==> src/sv/pbrq_pkg.sv <==
// ----------------------------------------------------------------------------
// pbrq_pkg
// shared constants, codes and control structs of the packet byte ring queue
// ----------------------------------------------------------------------------
package pbrq_pkg;

  localparam int unsigned DEPTH   = 256;
  localparam int unsigned MAX_GET = 64;

  // ring index, wide scratch for space math, get counter
  localparam int unsigned AW   = $clog2(DEPTH);
  localparam int unsigned OW   = AW + 8;
  localparam int unsigned CNTW = $clog2(MAX_GET + 1);

  localparam logic [1:0] FN_BEGIN = 2'd0;
  localparam logic [1:0] FN_PUT   = 2'd1;
  localparam logic [1:0] FN_GET   = 2'd2;

  localparam logic [1:0] KD_VERDICT = 2'd0;
  localparam logic [1:0] KD_PUT_ACK = 2'd1;
  localparam logic [1:0] KD_BYTE    = 2'd2;
  localparam logic [1:0] KD_NONE    = 2'd3;

  typedef struct packed {
    logic in_ready;
    logic do_begin;
    logic do_put;
    logic do_get_start;
    logic do_get_none;
    logic rd_issue;
    logic get_load;
  } pbrq_cmd_t;

  typedef struct packed {
    logic       in_valid;
    logic [1:0] func;
    logic       out_free;
    logic       get_empty;
    logic       cnt_one;
  } pbrq_sts_t;

endpackage

==> src/sv/pbrq_if.sv <==
// ----------------------------------------------------------------------------
// pbrq channel interfaces
// valid/ready channels for request items and result items
// ----------------------------------------------------------------------------
interface pbrq_in_if;
  logic       valid;
  logic       ready;
  logic [1:0] func;
  logic [7:0] data_byte;
  logic [7:0] amount;

  modport source (output valid, output func, output data_byte, output amount, input ready);
  modport sink   (input valid, input func, input data_byte, input amount, output ready);
endinterface

interface pbrq_out_if;
  logic       valid;
  logic       ready;
  logic [1:0] kind;
  logic [7:0] data_byte_out;
  logic       accepted;
  logic       last;
  logic [7:0] free_space;

  modport source (output valid, output kind, output data_byte_out, output accepted,
                  output last, output free_space, input ready);
  modport sink   (input valid, input kind, input data_byte_out, input accepted,
                  input last, input free_space, output ready);
endinterface

==> src/sv/pbrq_ram.sv <==
// ----------------------------------------------------------------------------
// pbrq_ram
// generic single write port, single read port ram with registered read
// ----------------------------------------------------------------------------
module pbrq_ram #(
  parameter int unsigned WIDTH = 8,
  parameter int unsigned DEPTH = 256
) (
  input  logic                     clk_i,
  input  logic                     we_i,
  input  logic [$clog2(DEPTH)-1:0] waddr_i,
  input  logic [WIDTH-1:0]         wdata_i,
  input  logic                     re_i,
  input  logic [$clog2(DEPTH)-1:0] raddr_i,
  output logic [WIDTH-1:0]         rdata_o
);

  logic [WIDTH-1:0] mem_q [DEPTH];
  logic [WIDTH-1:0] rdata_q;

  always_ff @(posedge clk_i) begin
    if (we_i) begin
      mem_q[waddr_i] <= wdata_i;
    end
    if (re_i) begin
      rdata_q <= mem_q[raddr_i];
    end
  end

  assign rdata_o = rdata_q;

endmodule

==> src/sv/pbrq_ctrl.sv <==
// ----------------------------------------------------------------------------
// pbrq_ctrl
// sequencer: takes items while idle, steps a get run through read and load
// ----------------------------------------------------------------------------
module pbrq_ctrl import pbrq_pkg::*; (
  input  logic      clk_i,
  input  logic      rst_ni,
  input  pbrq_sts_t sts_i,
  output pbrq_cmd_t cmd_o
);

  typedef enum logic [1:0] {
    ST_IDLE,
    ST_READ,
    ST_LOAD
  } state_e;

  state_e state_q, state_d;
  logic   accept;

  always_comb begin
    cmd_o          = '0;
    cmd_o.in_ready = (state_q == ST_IDLE) && sts_i.out_free;
    accept         = cmd_o.in_ready && sts_i.in_valid;
    cmd_o.do_begin = accept && (sts_i.func == FN_BEGIN);
    cmd_o.do_put   = accept && (sts_i.func == FN_PUT);
    cmd_o.do_get_start = accept && (sts_i.func == FN_GET) && !sts_i.get_empty;
    cmd_o.do_get_none  = accept && (sts_i.func == FN_GET) && sts_i.get_empty;
    cmd_o.rd_issue = (state_q == ST_READ);
    cmd_o.get_load = (state_q == ST_LOAD) && sts_i.out_free;
  end

  always_comb begin
    state_d = state_q;
    unique case (state_q)
      ST_IDLE: begin
        if (cmd_o.do_get_start) state_d = ST_READ;
      end
      ST_READ: begin
        state_d = ST_LOAD;
      end
      ST_LOAD: begin
        if (cmd_o.get_load) state_d = sts_i.cnt_one ? ST_IDLE : ST_READ;
      end
      default: begin
        state_d = ST_IDLE;
      end
    endcase
  end

  always_ff @(posedge clk_i or negedge rst_ni) begin
    if (!rst_ni) begin
      state_q <= ST_IDLE;
    end else begin
      state_q <= state_d;
    end
  end

  // no new item while a get run is in flight
  a_busy_no_ready: assert property (@(posedge clk_i) disable iff (!rst_ni)
    (state_q != ST_IDLE) |-> !cmd_o.in_ready)
    else $error("item taken during get run");

  // a read is always followed by its load state
  a_read_then_load: assert property (@(posedge clk_i) disable iff (!rst_ni)
    cmd_o.rd_issue |=> (state_q == ST_LOAD))
    else $error("read not followed by load");

endmodule

==> src/sv/pbrq_dp.sv <==
// ----------------------------------------------------------------------------
// pbrq_dp
// ring indices, packet admission state, get counter, byte ram, result register
// ----------------------------------------------------------------------------
module pbrq_dp import pbrq_pkg::*; (
  input  logic       clk_i,
  input  logic       rst_ni,
  input  pbrq_cmd_t  cmd_i,
  output pbrq_sts_t  sts_o,
  input  logic       in_valid_i,
  input  logic [1:0] func_i,
  input  logic [7:0] data_byte_i,
  input  logic [7:0] amount_i,
  input  logic       out_ready_i,
  output logic       out_valid_o,
  output logic [1:0] kind_o,
  output logic [7:0] data_byte_out_o,
  output logic       accepted_o,
  output logic       last_o,
  output logic [7:0] free_space_o
);

  function automatic logic [OW-1:0] occ_f(input logic [AW-1:0] wr, input logic [AW-1:0] rd);
    logic [OW-1:0] w, r;
    w = OW'(wr);
    r = OW'(rd);
    return (wr >= rd) ? (w - r) : (w + OW'(DEPTH) - r);
  endfunction

  function automatic logic [AW-1:0] inc_f(input logic [AW-1:0] idx);
    return (idx == AW'(DEPTH - 1)) ? '0 : idx + 1'b1;
  endfunction

  logic [AW-1:0]   wr_q, wr_d, rd_q, rd_d;
  logic            open_q, open_d;
  logic [7:0]      left_q, left_d;
  logic [CNTW-1:0] cnt_q, cnt_d;

  logic            oval_q, oval_d;
  logic [1:0]      okind_q, okind_d;
  logic [7:0]      odata_q, odata_d;
  logic            oacc_q, oacc_d;
  logic            olast_q, olast_d;
  logic [7:0]      ofree_q, ofree_d;

  logic [OW-1:0]   occ_now, free_now, occ_next, free_next;
  logic [CNTW-1:0] want, n_get;
  logic            put_ok, adm_ok, out_free, we;
  logic [7:0]      rdata;

  assign out_free = !oval_q || out_ready_i;
  assign occ_now  = occ_f(wr_q, rd_q);
  assign free_now = OW'(DEPTH - 1) - occ_now;
  assign adm_ok   = free_now >= OW'(amount_i);
  assign put_ok   = open_q && (left_q != 8'd0);
  assign want     = (amount_i > 8'(MAX_GET)) ? CNTW'(MAX_GET) : amount_i[CNTW-1:0];
  assign n_get    = (OW'(want) < occ_now) ? want : occ_now[CNTW-1:0];
  assign we       = cmd_i.do_put && put_ok;

  always_comb begin
    sts_o.in_valid  = in_valid_i;
    sts_o.func      = func_i;
    sts_o.out_free  = out_free;
    sts_o.get_empty = (n_get == '0);
    sts_o.cnt_one   = (cnt_q == CNTW'(1));
  end

  pbrq_ram #(
    .WIDTH (8),
    .DEPTH (DEPTH)
  ) u_ram (
    .clk_i   (clk_i),
    .we_i    (we),
    .waddr_i (wr_q),
    .wdata_i (data_byte_i),
    .re_i    (cmd_i.rd_issue),
    .raddr_i (rd_q),
    .rdata_o (rdata)
  );

  // ring and packet state
  always_comb begin
    wr_d   = wr_q;
    rd_d   = rd_q;
    open_d = open_q;
    left_d = left_q;
    cnt_d  = cnt_q;
    if (cmd_i.do_begin) begin
      open_d = adm_ok && (amount_i != 8'd0);
      left_d = open_d ? amount_i : 8'd0;
    end
    if (cmd_i.do_put) begin
      if (put_ok) begin
        wr_d   = inc_f(wr_q);
        left_d = left_q - 8'd1;
        open_d = (left_q != 8'd1);
      end else begin
        open_d = 1'b0;
        left_d = 8'd0;
      end
    end
    if (cmd_i.do_get_start) cnt_d = n_get;
    if (cmd_i.get_load) begin
      rd_d  = inc_f(rd_q);
      cnt_d = cnt_q - CNTW'(1);
    end
  end

  assign occ_next  = occ_f(wr_d, rd_d);
  assign free_next = OW'(DEPTH - 1) - occ_next;

  // result register
  always_comb begin
    oval_d  = oval_q && !out_ready_i;
    okind_d = okind_q;
    odata_d = odata_q;
    oacc_d  = oacc_q;
    olast_d = olast_q;
    ofree_d = (free_next > OW'(255)) ? 8'hFF : free_next[7:0];
    if (cmd_i.do_begin || cmd_i.do_put || cmd_i.do_get_none || cmd_i.get_load) begin
      oval_d  = 1'b1;
      odata_d = 8'd0;
      olast_d = 1'b0;
      priority if (cmd_i.do_begin) begin
        okind_d = KD_VERDICT;
        oacc_d  = adm_ok;
      end else if (cmd_i.do_put) begin
        okind_d = KD_PUT_ACK;
        oacc_d  = put_ok;
      end else if (cmd_i.do_get_none) begin
        okind_d = KD_NONE;
        oacc_d  = 1'b0;
        olast_d = 1'b1;
      end else begin
        okind_d = KD_BYTE;
        odata_d = rdata;
        oacc_d  = 1'b1;
        olast_d = (cnt_q == CNTW'(1));
      end
    end else begin
      ofree_d = ofree_q;
    end
  end

  always_ff @(posedge clk_i or negedge rst_ni) begin
    if (!rst_ni) begin
      wr_q   <= '0;
      rd_q   <= '0;
      open_q <= 1'b0;
      left_q <= '0;
      cnt_q  <= '0;
      oval_q <= 1'b0;
    end else begin
      wr_q   <= wr_d;
      rd_q   <= rd_d;
      open_q <= open_d;
      left_q <= left_d;
      cnt_q  <= cnt_d;
      oval_q <= oval_d;
    end
  end

  always_ff @(posedge clk_i) begin
    okind_q <= okind_d;
    odata_q <= odata_d;
    oacc_q  <= oacc_d;
    olast_q <= olast_d;
    ofree_q <= ofree_d;
  end

  assign out_valid_o     = oval_q;
  assign kind_o          = okind_q;
  assign data_byte_out_o = odata_q;
  assign accepted_o      = oacc_q;
  assign last_o          = olast_q;
  assign free_space_o    = ofree_q;

  a_open_has_left: assert property (@(posedge clk_i) disable iff (!rst_ni)
    open_q |-> (left_q != 8'd0))
    else $error("open packet with no bytes left");

  a_load_cnt: assert property (@(posedge clk_i) disable iff (!rst_ni)
    cmd_i.get_load |-> (cnt_q != '0))
    else $error("get load with zero count");

  a_load_shows: assert property (@(posedge clk_i) disable iff (!rst_ni)
    cmd_i.get_load |=> (oval_q && (okind_q == KD_BYTE)))
    else $error("loaded get byte not presented");

  a_last_byte_close: assert property (@(posedge clk_i) disable iff (!rst_ni)
    (cmd_i.do_put && open_q && (left_q == 8'd1)) |=> !open_q)
    else $error("packet still open after final byte");

endmodule

==> src/sv/packet_byte_ring_queue_core.sv <==
// ----------------------------------------------------------------------------
// packet_byte_ring_queue_core
// put-begin, put-byte: result registered the cycle after the transfer; func 3
//   items are taken with no result; a new item is taken whenever the result slot
//   frees and no get run is in flight; get: per byte a ram read, then a load
//   into the result register once the slot is free; empty gets give a none result
// async active-low reset clears indices, packet state and result valid; the
//   byte ram is not cleared and is only read at slots already written
// ----------------------------------------------------------------------------
module packet_byte_ring_queue_core import pbrq_pkg::*; (
  input  logic        clk_i,
  input  logic        rst_ni,
  pbrq_in_if.sink     in_i,
  pbrq_out_if.source  out_o
);

  // command and status between sequencer and datapath
  pbrq_cmd_t cmd;
  pbrq_sts_t sts;

  // sequencer owns the input ready and the get run steps
  pbrq_ctrl u_ctrl (
    .clk_i  (clk_i),
    .rst_ni (rst_ni),
    .sts_i  (sts),
    .cmd_o  (cmd)
  );

  assign in_i.ready = cmd.in_ready;

  // datapath holds the ring, packet admission and the result register
  pbrq_dp u_dp (
    .clk_i           (clk_i),
    .rst_ni          (rst_ni),
    .cmd_i           (cmd),
    .sts_o           (sts),
    .in_valid_i      (in_i.valid),
    .func_i          (in_i.func),
    .data_byte_i     (in_i.data_byte),
    .amount_i        (in_i.amount),
    .out_ready_i     (out_o.ready),
    .out_valid_o     (out_o.valid),
    .kind_o          (out_o.kind),
    .data_byte_out_o (out_o.data_byte_out),
    .accepted_o      (out_o.accepted),
    .last_o          (out_o.last),
    .free_space_o    (out_o.free_space)
  );

  // a stalled result transfer keeps its valid
  a_out_hold: assert property (@(posedge clk_i) disable iff (!rst_ni)
    (out_o.valid && !out_o.ready) |=> out_o.valid)
    else $error("result dropped while stalled");

  // input ready never rises while a result is stuck
  a_ready_needs_slot: assert property (@(posedge clk_i) disable iff (!rst_ni)
    in_i.ready |-> (!out_o.valid || out_o.ready))
    else $error("input ready with result slot full");

endmodule
==> src/flat_wrapper.sv <==
// flat-port wrapper written by rule: the top's interface ports become plain ports
module packet_byte_ring_queue_core_flat import pbrq_pkg::*;
  (clk_i, rst_ni, in_i_valid, in_i_func, in_i_data_byte, in_i_amount, in_i_ready, out_o_valid, out_o_kind, out_o_data_byte_out, out_o_accepted, out_o_last, out_o_free_space, out_o_ready);
  pbrq_in_if in_i_i ();
  pbrq_out_if out_o_i ();
  input  logic clk_i;
  input  logic rst_ni;
  input wire logic [$bits(in_i_i.valid)-1:0] in_i_valid;
  input wire logic [$bits(in_i_i.func)-1:0] in_i_func;
  input wire logic [$bits(in_i_i.data_byte)-1:0] in_i_data_byte;
  input wire logic [$bits(in_i_i.amount)-1:0] in_i_amount;
  output wire logic [$bits(in_i_i.ready)-1:0] in_i_ready;
  output wire logic [$bits(out_o_i.valid)-1:0] out_o_valid;
  output wire logic [$bits(out_o_i.kind)-1:0] out_o_kind;
  output wire logic [$bits(out_o_i.data_byte_out)-1:0] out_o_data_byte_out;
  output wire logic [$bits(out_o_i.accepted)-1:0] out_o_accepted;
  output wire logic [$bits(out_o_i.last)-1:0] out_o_last;
  output wire logic [$bits(out_o_i.free_space)-1:0] out_o_free_space;
  input wire logic [$bits(out_o_i.ready)-1:0] out_o_ready;
  assign in_i_i.valid = in_i_valid;
  assign in_i_i.func = in_i_func;
  assign in_i_i.data_byte = in_i_data_byte;
  assign in_i_i.amount = in_i_amount;
  assign in_i_ready = in_i_i.ready;
  assign out_o_valid = out_o_i.valid;
  assign out_o_kind = out_o_i.kind;
  assign out_o_data_byte_out = out_o_i.data_byte_out;
  assign out_o_accepted = out_o_i.accepted;
  assign out_o_last = out_o_i.last;
  assign out_o_free_space = out_o_i.free_space;
  assign out_o_i.ready = out_o_ready;
  packet_byte_ring_queue_core u_core (.clk_i(clk_i), .rst_ni(rst_ni), .in_i(in_i_i), .out_o(out_o_i));
endmodule
==> config.mk <==
export PLATFORM = sky130hd
export DESIGN_NAME = packet_byte_ring_queue_core_flat
export DESIGN_NICKNAME = d
export VERILOG_FILES = /design/src/sv/pbrq_pkg.sv /design/src/sv/pbrq_if.sv /design/src/sv/pbrq_ram.sv /design/src/sv/pbrq_ctrl.sv /design/src/sv/pbrq_dp.sv /design/src/sv/packet_byte_ring_queue_core.sv /design/src/flat_wrapper.sv
export SDC_FILE = /design/constraint.sdc
export NUM_CORES = 2
export LEC_CHECK = 0
export BUFFER_PORTS_ARGS = -buffer_cell sky130_fd_sc_hd__buf_2
export CORE_MARGIN = 2
export CORE_UTILIZATION = 55
export DETAILED_ROUTE_END_ITERATION = 10
export HOLD_SLACK_MARGIN = 0.1
export PLACE_DENSITY = 0.72
export SLEW_MARGIN = 10
export SYNTH_ARGS = -nofsm -noshare
export SYNTH_HDL_FRONTEND = slang
export SYNTH_SLANG_ARGS = --single-unit
export TNS_END_PERCENT = 20
==> constraint.sdc <==
create_clock -name clk_i -period 5.25 [get_ports clk_i]
set_clock_uncertainty 0.2 [all_clocks]
set_input_delay 0.7875 -clock clk_i [delete_from_list [all_inputs] [get_ports clk_i]]
set_output_delay 0.7875 -clock clk_i [all_outputs]
set_load 0.1 [all_outputs]
# == After elaboration in Yosys (flattened, before gate mapping) ==
# Memories as Yosys holds them, arrays and structs flattened. A register that Yosys moved wholly into a read port is not among the register bits.
# Cells that the tools add are included.
# op_classes
eq_ne,10
n_reduce_logical,29
order_cmp,6
muxes,31
addsub,12
# op_table
operator,n
2-to-1 mux 8 bit,9
2-to-1 mux 16 bit,2
subtractor 8 x 16 -> 16 bit (first input constant),2
2-to-1 mux 7 bit,4
subtractor 10 x 8 -> 11 bit,2
adder 8 x 9 -> 10 bit (second input constant),2
subtractor 8 x 8 -> 9 bit,2
adder 8 x 1 -> 8 bit (second input constant),2
== test 8 bit (second input constant),2
greater-or-equal comparator 16 x 8 -> 1 bit,1
greater-or-equal comparator 8 bit,2
greater-than comparator 16 x 8 -> 1 bit (second input constant),1
less-than comparator 7 x 16 -> 1 bit,1
nonzero test 8 bit,2
2-to-1 mux 1 bit,13
logical AND 1 bit,12
greater-than comparator 8 x 7 -> 1 bit (second input constant),1
!= test 8 x 1 -> 1 bit (second input constant),1
subtractor 8 x 1 -> 8 bit (second input constant),1
== test 7 x 1 -> 1 bit (second input constant),1
logical NOT 7 bit,1
subtractor 7 x 1 -> 7 bit (second input constant),1
one-hot mux 2 bit (3 select lines),1
== test 2 x 1 -> 1 bit (second input constant),2
11 further kinds,20
# totals
out_inout_bits,22
ramBits,2048
wordCells,102
mem_count,1
inputBits,22
ff_bits,55
# mem_list
memory,words,width,rd,rd_ports_with_merged_regs,wr,line_no,source
u_core.u_dp.u_ram.mem_q,256,8,1,1,1,pbrq_ram.sv:18,logic [WIDTH-1:0] mem_q [DEPTH];

# == Logic depth before layout (Yosys ltp) ==
# logic_depth
depth_word,11
depth_mapped,21
mapped_depth_nobuf,18

# == Modules after synthesis ==
# From an unflattened synthesis, not the netlist that was laid out.
# unflattened
cells_unflattened,4164
hier_area_um2,83587.7
# by_module_without_submodules
module,area_each_um2,seq_area_each_um2,n_inst,cells_each
pbrq_ram,79636.4,61739.2,1,3733
pbrq_dp,3784.9,1426.4,1,414
pbrq_ctrl,166.4,50.0,1,17

# == Worst setup path after synthesis ==
# No wires, ideal clock.
# synth_timing
path_kind,register to register
from,"reg u_core.u_dp.oval_q, in the netlist u_core.u_dp.out_valid_o"
to,"reg u_core.u_dp.ofree_q[3], in the netlist u_core.u_dp.free_space_o[3] (data pin)"
setup_slack_ns,-1.621
path_buffers,2
stages_incl_launch_ff,18
required_time_ns,4.775
setup_time_ns,0.275
synth_period_minus_slack_ns,6.871
arrival_ns,6.397
cell_sequence,dfrtp_1 > nor2b_1 > nor3_1 > nand2_1 > nor2_1 > and4_1 > buf_2 > buf_1 > o21ai_0 > ha_1 > nor2b_1 > o21ai_0 > a21boi_0 > o21ai_0 > a21boi_0 > o21ai_0 > xor2_1 > nand3b_1
# synth_via
elab_chain_cells,11
elab_cells_between_ends,15
cone_classes,4 x add/sub; 2 x order compare; 3 x mux; 6 x reduce/logical
# synth_lines
item,line_no,source
start: declaration,pbrq_dp.sv:39,"logic oval_q, oval_d;"
start signal: assignment,pbrq_dp.sv:159,oval_q <= oval_d;
logical NOT 1 bit *,pbrq_dp.sv:51,assign out_free = !oval_q || out_ready_i;
logical OR 1 bit *,pbrq_dp.sv:51,
logical AND 1 bit *,pbrq_ctrl.sv:23,cmd_o.in_ready = (state_q == ST_IDLE) && sts_i.out_free;
named net in_i_ready,flat_wrapper.sv:12,output wire logic [$bits(in_i_i.ready)-1:0] in_i_ready;
logical AND 1 bit *,pbrq_ctrl.sv:24,accept = cmd_o.in_ready && sts_i.in_valid;
logical AND 1 bit *,pbrq_ctrl.sv:26,cmd_o.do_put = accept && (sts_i.func == FN_PUT);
2-to-1 mux 8 bit *,pbrq_dp.sv:92,if (cmd_i.do_put) begin
named net u_core.u_dp.wr_d[1],pbrq_dp.sv:34,"logic [AW-1:0] wr_q, wr_d, rd_q, rd_d;"
adder 8 x 9 -> 10 bit,pbrq_dp.sv:27,return (wr >= rd) ? (w - r) : (w + OW'(DEPTH) - r);
subtractor 10 x 8 -> 11 bit,pbrq_dp.sv:27,
2-to-1 mux 16 bit *,pbrq_dp.sv:27,
subtractor 8 x 16 -> 16 bit *,pbrq_dp.sv:110,assign free_next = OW'(DEPTH - 1) - occ_next;
greater-than comparator 16 x 8 -> 1 bit,pbrq_dp.sv:119,ofree_d = (free_next > OW'(255)) ? 8'hFF : free_next[7:0];
end signal: assignment,pbrq_dp.sv:168,ofree_q <= ofree_d;
end: declaration,pbrq_dp.sv:44,"logic [7:0] ofree_q, ofree_d;"
# The timed path passes the listed nets; every way through them passes the cells marked *.
# A chain may end at the register's enable or synchronous reset.

# == Worst setup path after layout ==
# layout_timing
from,reg u_core.u_dp.wr_q[0]
to,"reg u_core.u_dp.odata_q[2], in the netlist u_core.u_dp.data_byte_out_o[2] (enable)"
# layout_via
elab_chain_cells,9
elab_cells_between_ends,11
cone_classes,3 x add/sub; 2 x order compare; 2 x mux; 4 x reduce/logical
# layout_lines
item,line_no,source
start: declaration,pbrq_dp.sv:34,
start signal: assignment,pbrq_dp.sv:154,wr_q <= wr_d;
adder 8 x 9 -> 10 bit,pbrq_dp.sv:27,
subtractor 10 x 8 -> 11 bit,pbrq_dp.sv:27,
2-to-1 mux 16 bit *,pbrq_dp.sv:27,
less-than comparator 7 x 16 -> 1 bit,pbrq_dp.sv:57,assign n_get = (OW'(want) < occ_now) ? want : occ_now[CNTW-1:0];
2-to-1 mux 7 bit *,pbrq_dp.sv:57,
logical NOT 7 bit *,pbrq_dp.sv:64,sts_o.get_empty = (n_get == '0);
logical AND 1 bit *,pbrq_ctrl.sv:28,cmd_o.do_get_none = accept && (sts_i.func == FN_GET) && sts_i.get_empty;
logical OR 1 bit * (2 in series),pbrq_dp.sv:120,if (cmd_i.do_begin || cmd_i.do_put || cmd_i.do_get_none || cmd_i.get_load) begin
end signal: assignment,pbrq_dp.sv:165,odata_q <= odata_d;
end: declaration,pbrq_dp.sv:41,"logic [7:0] odata_q, odata_d;"
# Mark *: on every way between the ends. The rest lies on a longest branch, timed or not.

==> metrics.md <==
| Metric | Value |
|---|---|
| Top delay family on crit path | `compound AO/OA/AOI/OAI gates` |
| Power Density | `496 mW/mm^2` |
| CP Class | `reg -> reg` |
| # DRC | `0` |
| H-tree depth | `4` |
| CTS resizes | `0` |
| CP arrival | `~5 ns` |
| Static Leak | `between 20 and 30 nW` |
| Critical Path, Cell by Cell | `inv_1 > ha_1 > inv_1 > fa_1 > a211oi_1 > nor2_1 > or2_2 > ha_1 > a21o_1 > a21oi_1 > o21ai_0 > o211ai_2 > mux2i_1 > a21oi_1 > buf_4 > nand2_1` |
| Mux cell area share after synthesis | `0.174` |
| Slowest stage cell, crit path | `nand2_1` |
| Fraction of layout cells with a size suffix above 1 | `0.260` |
| Hold Path Class | `in -> reg` |
| Initial antenna violation count | `1` |
| Unrepaired setup endpoints after global routing | `false` |
| Post-synthesis simple-gate area fraction | `0.0274` |
| Final setup viols | `0` |
| Global Route met1 Usage | `0.374` |
| Clock sinks | `about 2,100` |
| Nets | `3,995` |
| Filler cells | `a little over 10,000` |
| Post-Syn Nets | `between 3,000 and 4,000` |
| Post-synthesis compound-gate area fraction | `0.0154` |
| Post-synth EDFFs | `around 2,100` |
| WL final | `195,000 um` |
| Slew Limit Fails | `0` |
| CTS Buffer Depth | `3` |
| CTS buffer count | `200` |
| CP max stage delay | `about 0.61 ns` |
| Post-synth top area share | `0.750` |
| Die Wd | `393 um` |
| Period utilization | `0.898` |
| Final HPWL DP | `113,000 um` |
| Reg clk slew, reported paths | `around 0.060 ns` |
| M2 GR Usage | `0.403` |
| Status | `finished clean` |
| Initial Utilization | `0.554` |
| Area contributors post-synth | `edfxtp_1 (75%), mux4_2 (17%), nor2_1 (1.4%)` |
| Row Count | `around 140` |
| CP max FO | `20` |
| Ys async rst share | `0.0166` |
| Syn_area_per_cell | `21.9 um^2` |
| Layout Utilization | `0.616` |
| Slew @ Worst Pin | `1.19 ns` |
| Synth warn | `0` |
| GPL Wtd Cong | `around 0.87` |
| FMAX | `212 MHz` |
| Clock root buffer | `clkbuf_16` |
| Worst IR drop on VDD | `~0.0004 V` |
| Post-Syn Area | `~0.083 mm^2` |
| Crit end category | `flop` |
| Die height | `between 300 and 400 um` |
| Met3 GRT Util | `0.0517` |
| Critical path launch point type | `flop` |
| Post-synthesis sequential area ratio | `0.761` |
| Largest family of logic cells by synthesized area | `multiplexers` |
| Xor-xnor portion of the synthesized cell area | `0.00221` |
| Port-buffer cells | `between 40 and 50` |
| First-pass GRT wire length | `between 200,000 and 300,000 um` |
| Seq cells post-synth | `roughly 2,100` |
| Layout area overhead | `11.2%` |
| Vias per cell | `between 6 and 7` |
| Worst slew margin | `0.205` |
| Synth area leader | `edfxtp_1` |
| Mapped Cells | `3,794` |
| Vias | `between 30,000 and 40,000` |
| Die footprint | `approximately 0.15 mm^2` |
| GRT Overall Usage | `0.258` |
| Initial DRC count | `between 5,000 and 6,000` |
| Clk Latency, worst-skew pair | `~0.84 ns` |
| CP Buf/Inv Count | `3` |
| CTS tree | `built` |
| Largest net degree at the start of global routing | `157` |
| Fin crit period | `roughly 4.7 ns` |
| Final ANT Viol Nets | `0` |
| Drt pass-1 iters | `6` |
| Yosys cell types | `65` |
| Adder-cell share of the synthesized area | `0.00650` |
| Num ports | `44` |
| Gr busiest metal | `met2` |
| WP data required | `around 5.5 ns` |
| Avg WL per Cell | `32.0 um` |
| Setup TNS | `0 ns` |
| Max-Cap Viols | `0` |
| Hold Fails Final Rpt | `0` |
| Ys flop type | `edfxtp_1` |
| Core outline area | `0.150 mm^2` |
| Number of global-route vias before repair | `approximately 40,000` |
| Total grt overflow | `0` |
## flip-flops by register name, indices dropped and copies added, names as in the netlist
name                         count
u_core.u_dp.accepted_o           1
u_core.u_ctrl.state_q            2
u_core.u_dp.wr_q                 8
u_core.u_dp.cnt_q                7
u_core.u_dp.u_ram.rdata_o        8
u_core.u_dp.free_space_o         8
u_core.u_dp.open_q               1
u_core.u_dp.rd_q                 8
u_core.u_dp.last_o               1
u_core.u_dp.out_valid_o          1
u_core.u_dp.data_byte_out_o      8
u_core.u_dp.kind_o               2
u_core.u_dp.u_ram.mem_q       2048
u_core.u_dp.left_q               8
## cell usage after synthesis, types with 4 or more instances
| cell type | number |
|---|---|
| nor2b_1 | 10 |
| and2_1 | 10 |
| xnor2_1 | 15 |
| nand2b_1 | 8 |
| a221oi_1 | 8 |
| inv_1 | 45 |
| clkinv_1 | 4 |
| nand4_1 | 9 |
| nand3_1 | 33 |
| mux2i_1 | 28 |
| dfrtp_1 | 35 |
| a221o_1 | 8 |
| ha_1 | 40 |
| nor2_1 | 308 |
| o21ai_0 | 29 |
| a21oi_1 | 32 |
| xor2_1 | 6 |
| buf_4 | 9 |
| nor3_1 | 21 |
| buf_1 | 33 |
| nand3b_1 | 7 |
| a211o_1 | 5 |
| a31oi_1 | 8 |
| a21boi_0 | 4 |
| and3_1 | 6 |
| a21o_1 | 6 |
| nand2_1 | 90 |
| mux4_2 | 629 |
| o22ai_1 | 18 |
| clkbuf_1 | 86 |
| nor4_1 | 7 |
| a211oi_1 | 5 |
| a22oi_1 | 21 |
| a22o_1 | 9 |
| buf_6 | 17 |
| buf_2 | 57 |
| edfxtp_1 | 2076 |
## per-stage QoR
| stage | hold slack, ns | worst slack (ns) | power [mW] | cell area [um^2] | std cells |
|---|---|---|---|---|---|
| CTS | 0.190 | 0.564 | 46.1 | 92400 | 6106 |
| global route | 0.225 | 0.215 | 47.3 | 92400 | 6106 |
| floorplan | 0.292 | 0.0563 | 28.2 | 83100 | 3794 |
| finish | 0.260 | 0.535 | 45.9 | 92400 | 6107 |
| global placement | 0.331 | 0.605 | 32.1 | 85900 | 5734 |
| detailed placement | 0.328 | 0.549 | 32.2 | 85900 | 5734 |
## final cells by class
cell class,instances,area [um^2],share of cell area
multi-input combinational,1432,18800,0.204
clock inverter,123,1210,0.0131
tap,2016,2520,0.0273
antenna,1,2.50,0.0000271
clock buffer,238,5170,0.0559
inverter,49,191,0.00207
sequential,2111,63200,0.684
timing repair buffer,137,1290,0.0140
## kinds of logic (layout without fill, tap and decap cells)
family / count (synthesis) / after routing
compound gates: 184 / 184
xor+xnor: 21 / 21
fa+ha+maj: 42 / 42
buf+inv: 251 / 547
flops: 2111 / 2111
mux: 657 / 657
other cells: 0 / 1
simple gates: 528 / 528
## placed cells by master, fill, tap and decap left out, types with 10 or more instances in the layout
| cell | instances |
|---|---|
| edfxtp_1 | 2076 |
| mux4_2 | 629 |
| nor2_1 | 307 |
| clkbuf_16 | 201 |
| nand2_1 | 90 |
| buf_4 | 61 |
| clkinv_1 | 55 |
| inv_1 | 45 |
| ha_1 | 40 |
| clkbuf_1 | 37 |
| buf_2 | 35 |
| clkinv_2 | 33 |
| a21oi_1 | 32 |
| dfrtp_1 | 30 |
| o21ai_0 | 29 |
| mux2i_1 | 28 |
| buf_12 | 22 |
| a22oi_1 | 21 |
| nor3_1 | 20 |
| o22ai_1 | 18 |
| nand3_1 | 17 |
| nand3_2 | 16 |
| bufinv_16 | 16 |
| xnor2_1 | 15 |
| dlygate4sd3_1 | 11 |
| nor2b_1 | 10 |
| and2_1 | 10 |
## where the power goes
part           switching (mW)  internal [mW]
combinational            7.20           5.66
sequential              0.192           18.8
clock                    6.19           7.84
## timing repair
action                    in CTS  in global routing
setup buffers                  0                  0
hold endpoints to repair      46                  0
hold buffers                  11                  0
## worst register-to-register path, delay by kind of cell (launching register included)
| kind | cells | cell delay [ns] |
|---|---|---|
| DFF | 1 | 0.46 |
| adders and majority gates | 3 | 0.79 |
| muxes | 1 | 0.27 |
| AOI/OAI and AO/OA | 6 | 1.17 |
| buffers and inverters | 3 | 0.36 |
| and+or+nand+nor | 3 | 1.09 |
## metal layers
metal / wire [um] / up-vias
li1: - / 16200
met1: 75900 / 21200
met2: 94800 / 2189
met3: 18400 / 322
met4: 6000 / 2
met5: 10 / -
## worst paths after layout
kind                       depth (start not counted)                  start  slack, ns                              to
hold reg to reg                                    1  u_core.u_dp.left_q[3]       0.35           u_core.u_dp.left_q[3]
max in group asynchronous                          2                 rst_ni       3.81             u_core.u_dp.rd_q[3]
setup / recovery                                  16    u_core.u_dp.wr_q[0]       0.53  u_core.u_dp.data_byte_out_o[2]
min in group asynchronous                          2                 rst_ni       0.41           u_core.u_dp.left_q[0]
setup reg to reg                                  16    u_core.u_dp.wr_q[0]       0.53  u_core.u_dp.data_byte_out_o[2]
hold / removal                                     3             in_i_valid       0.26        u_core.u_ctrl.state_q[0]
No activity file was read; power rests on OpenSTA's default activity.
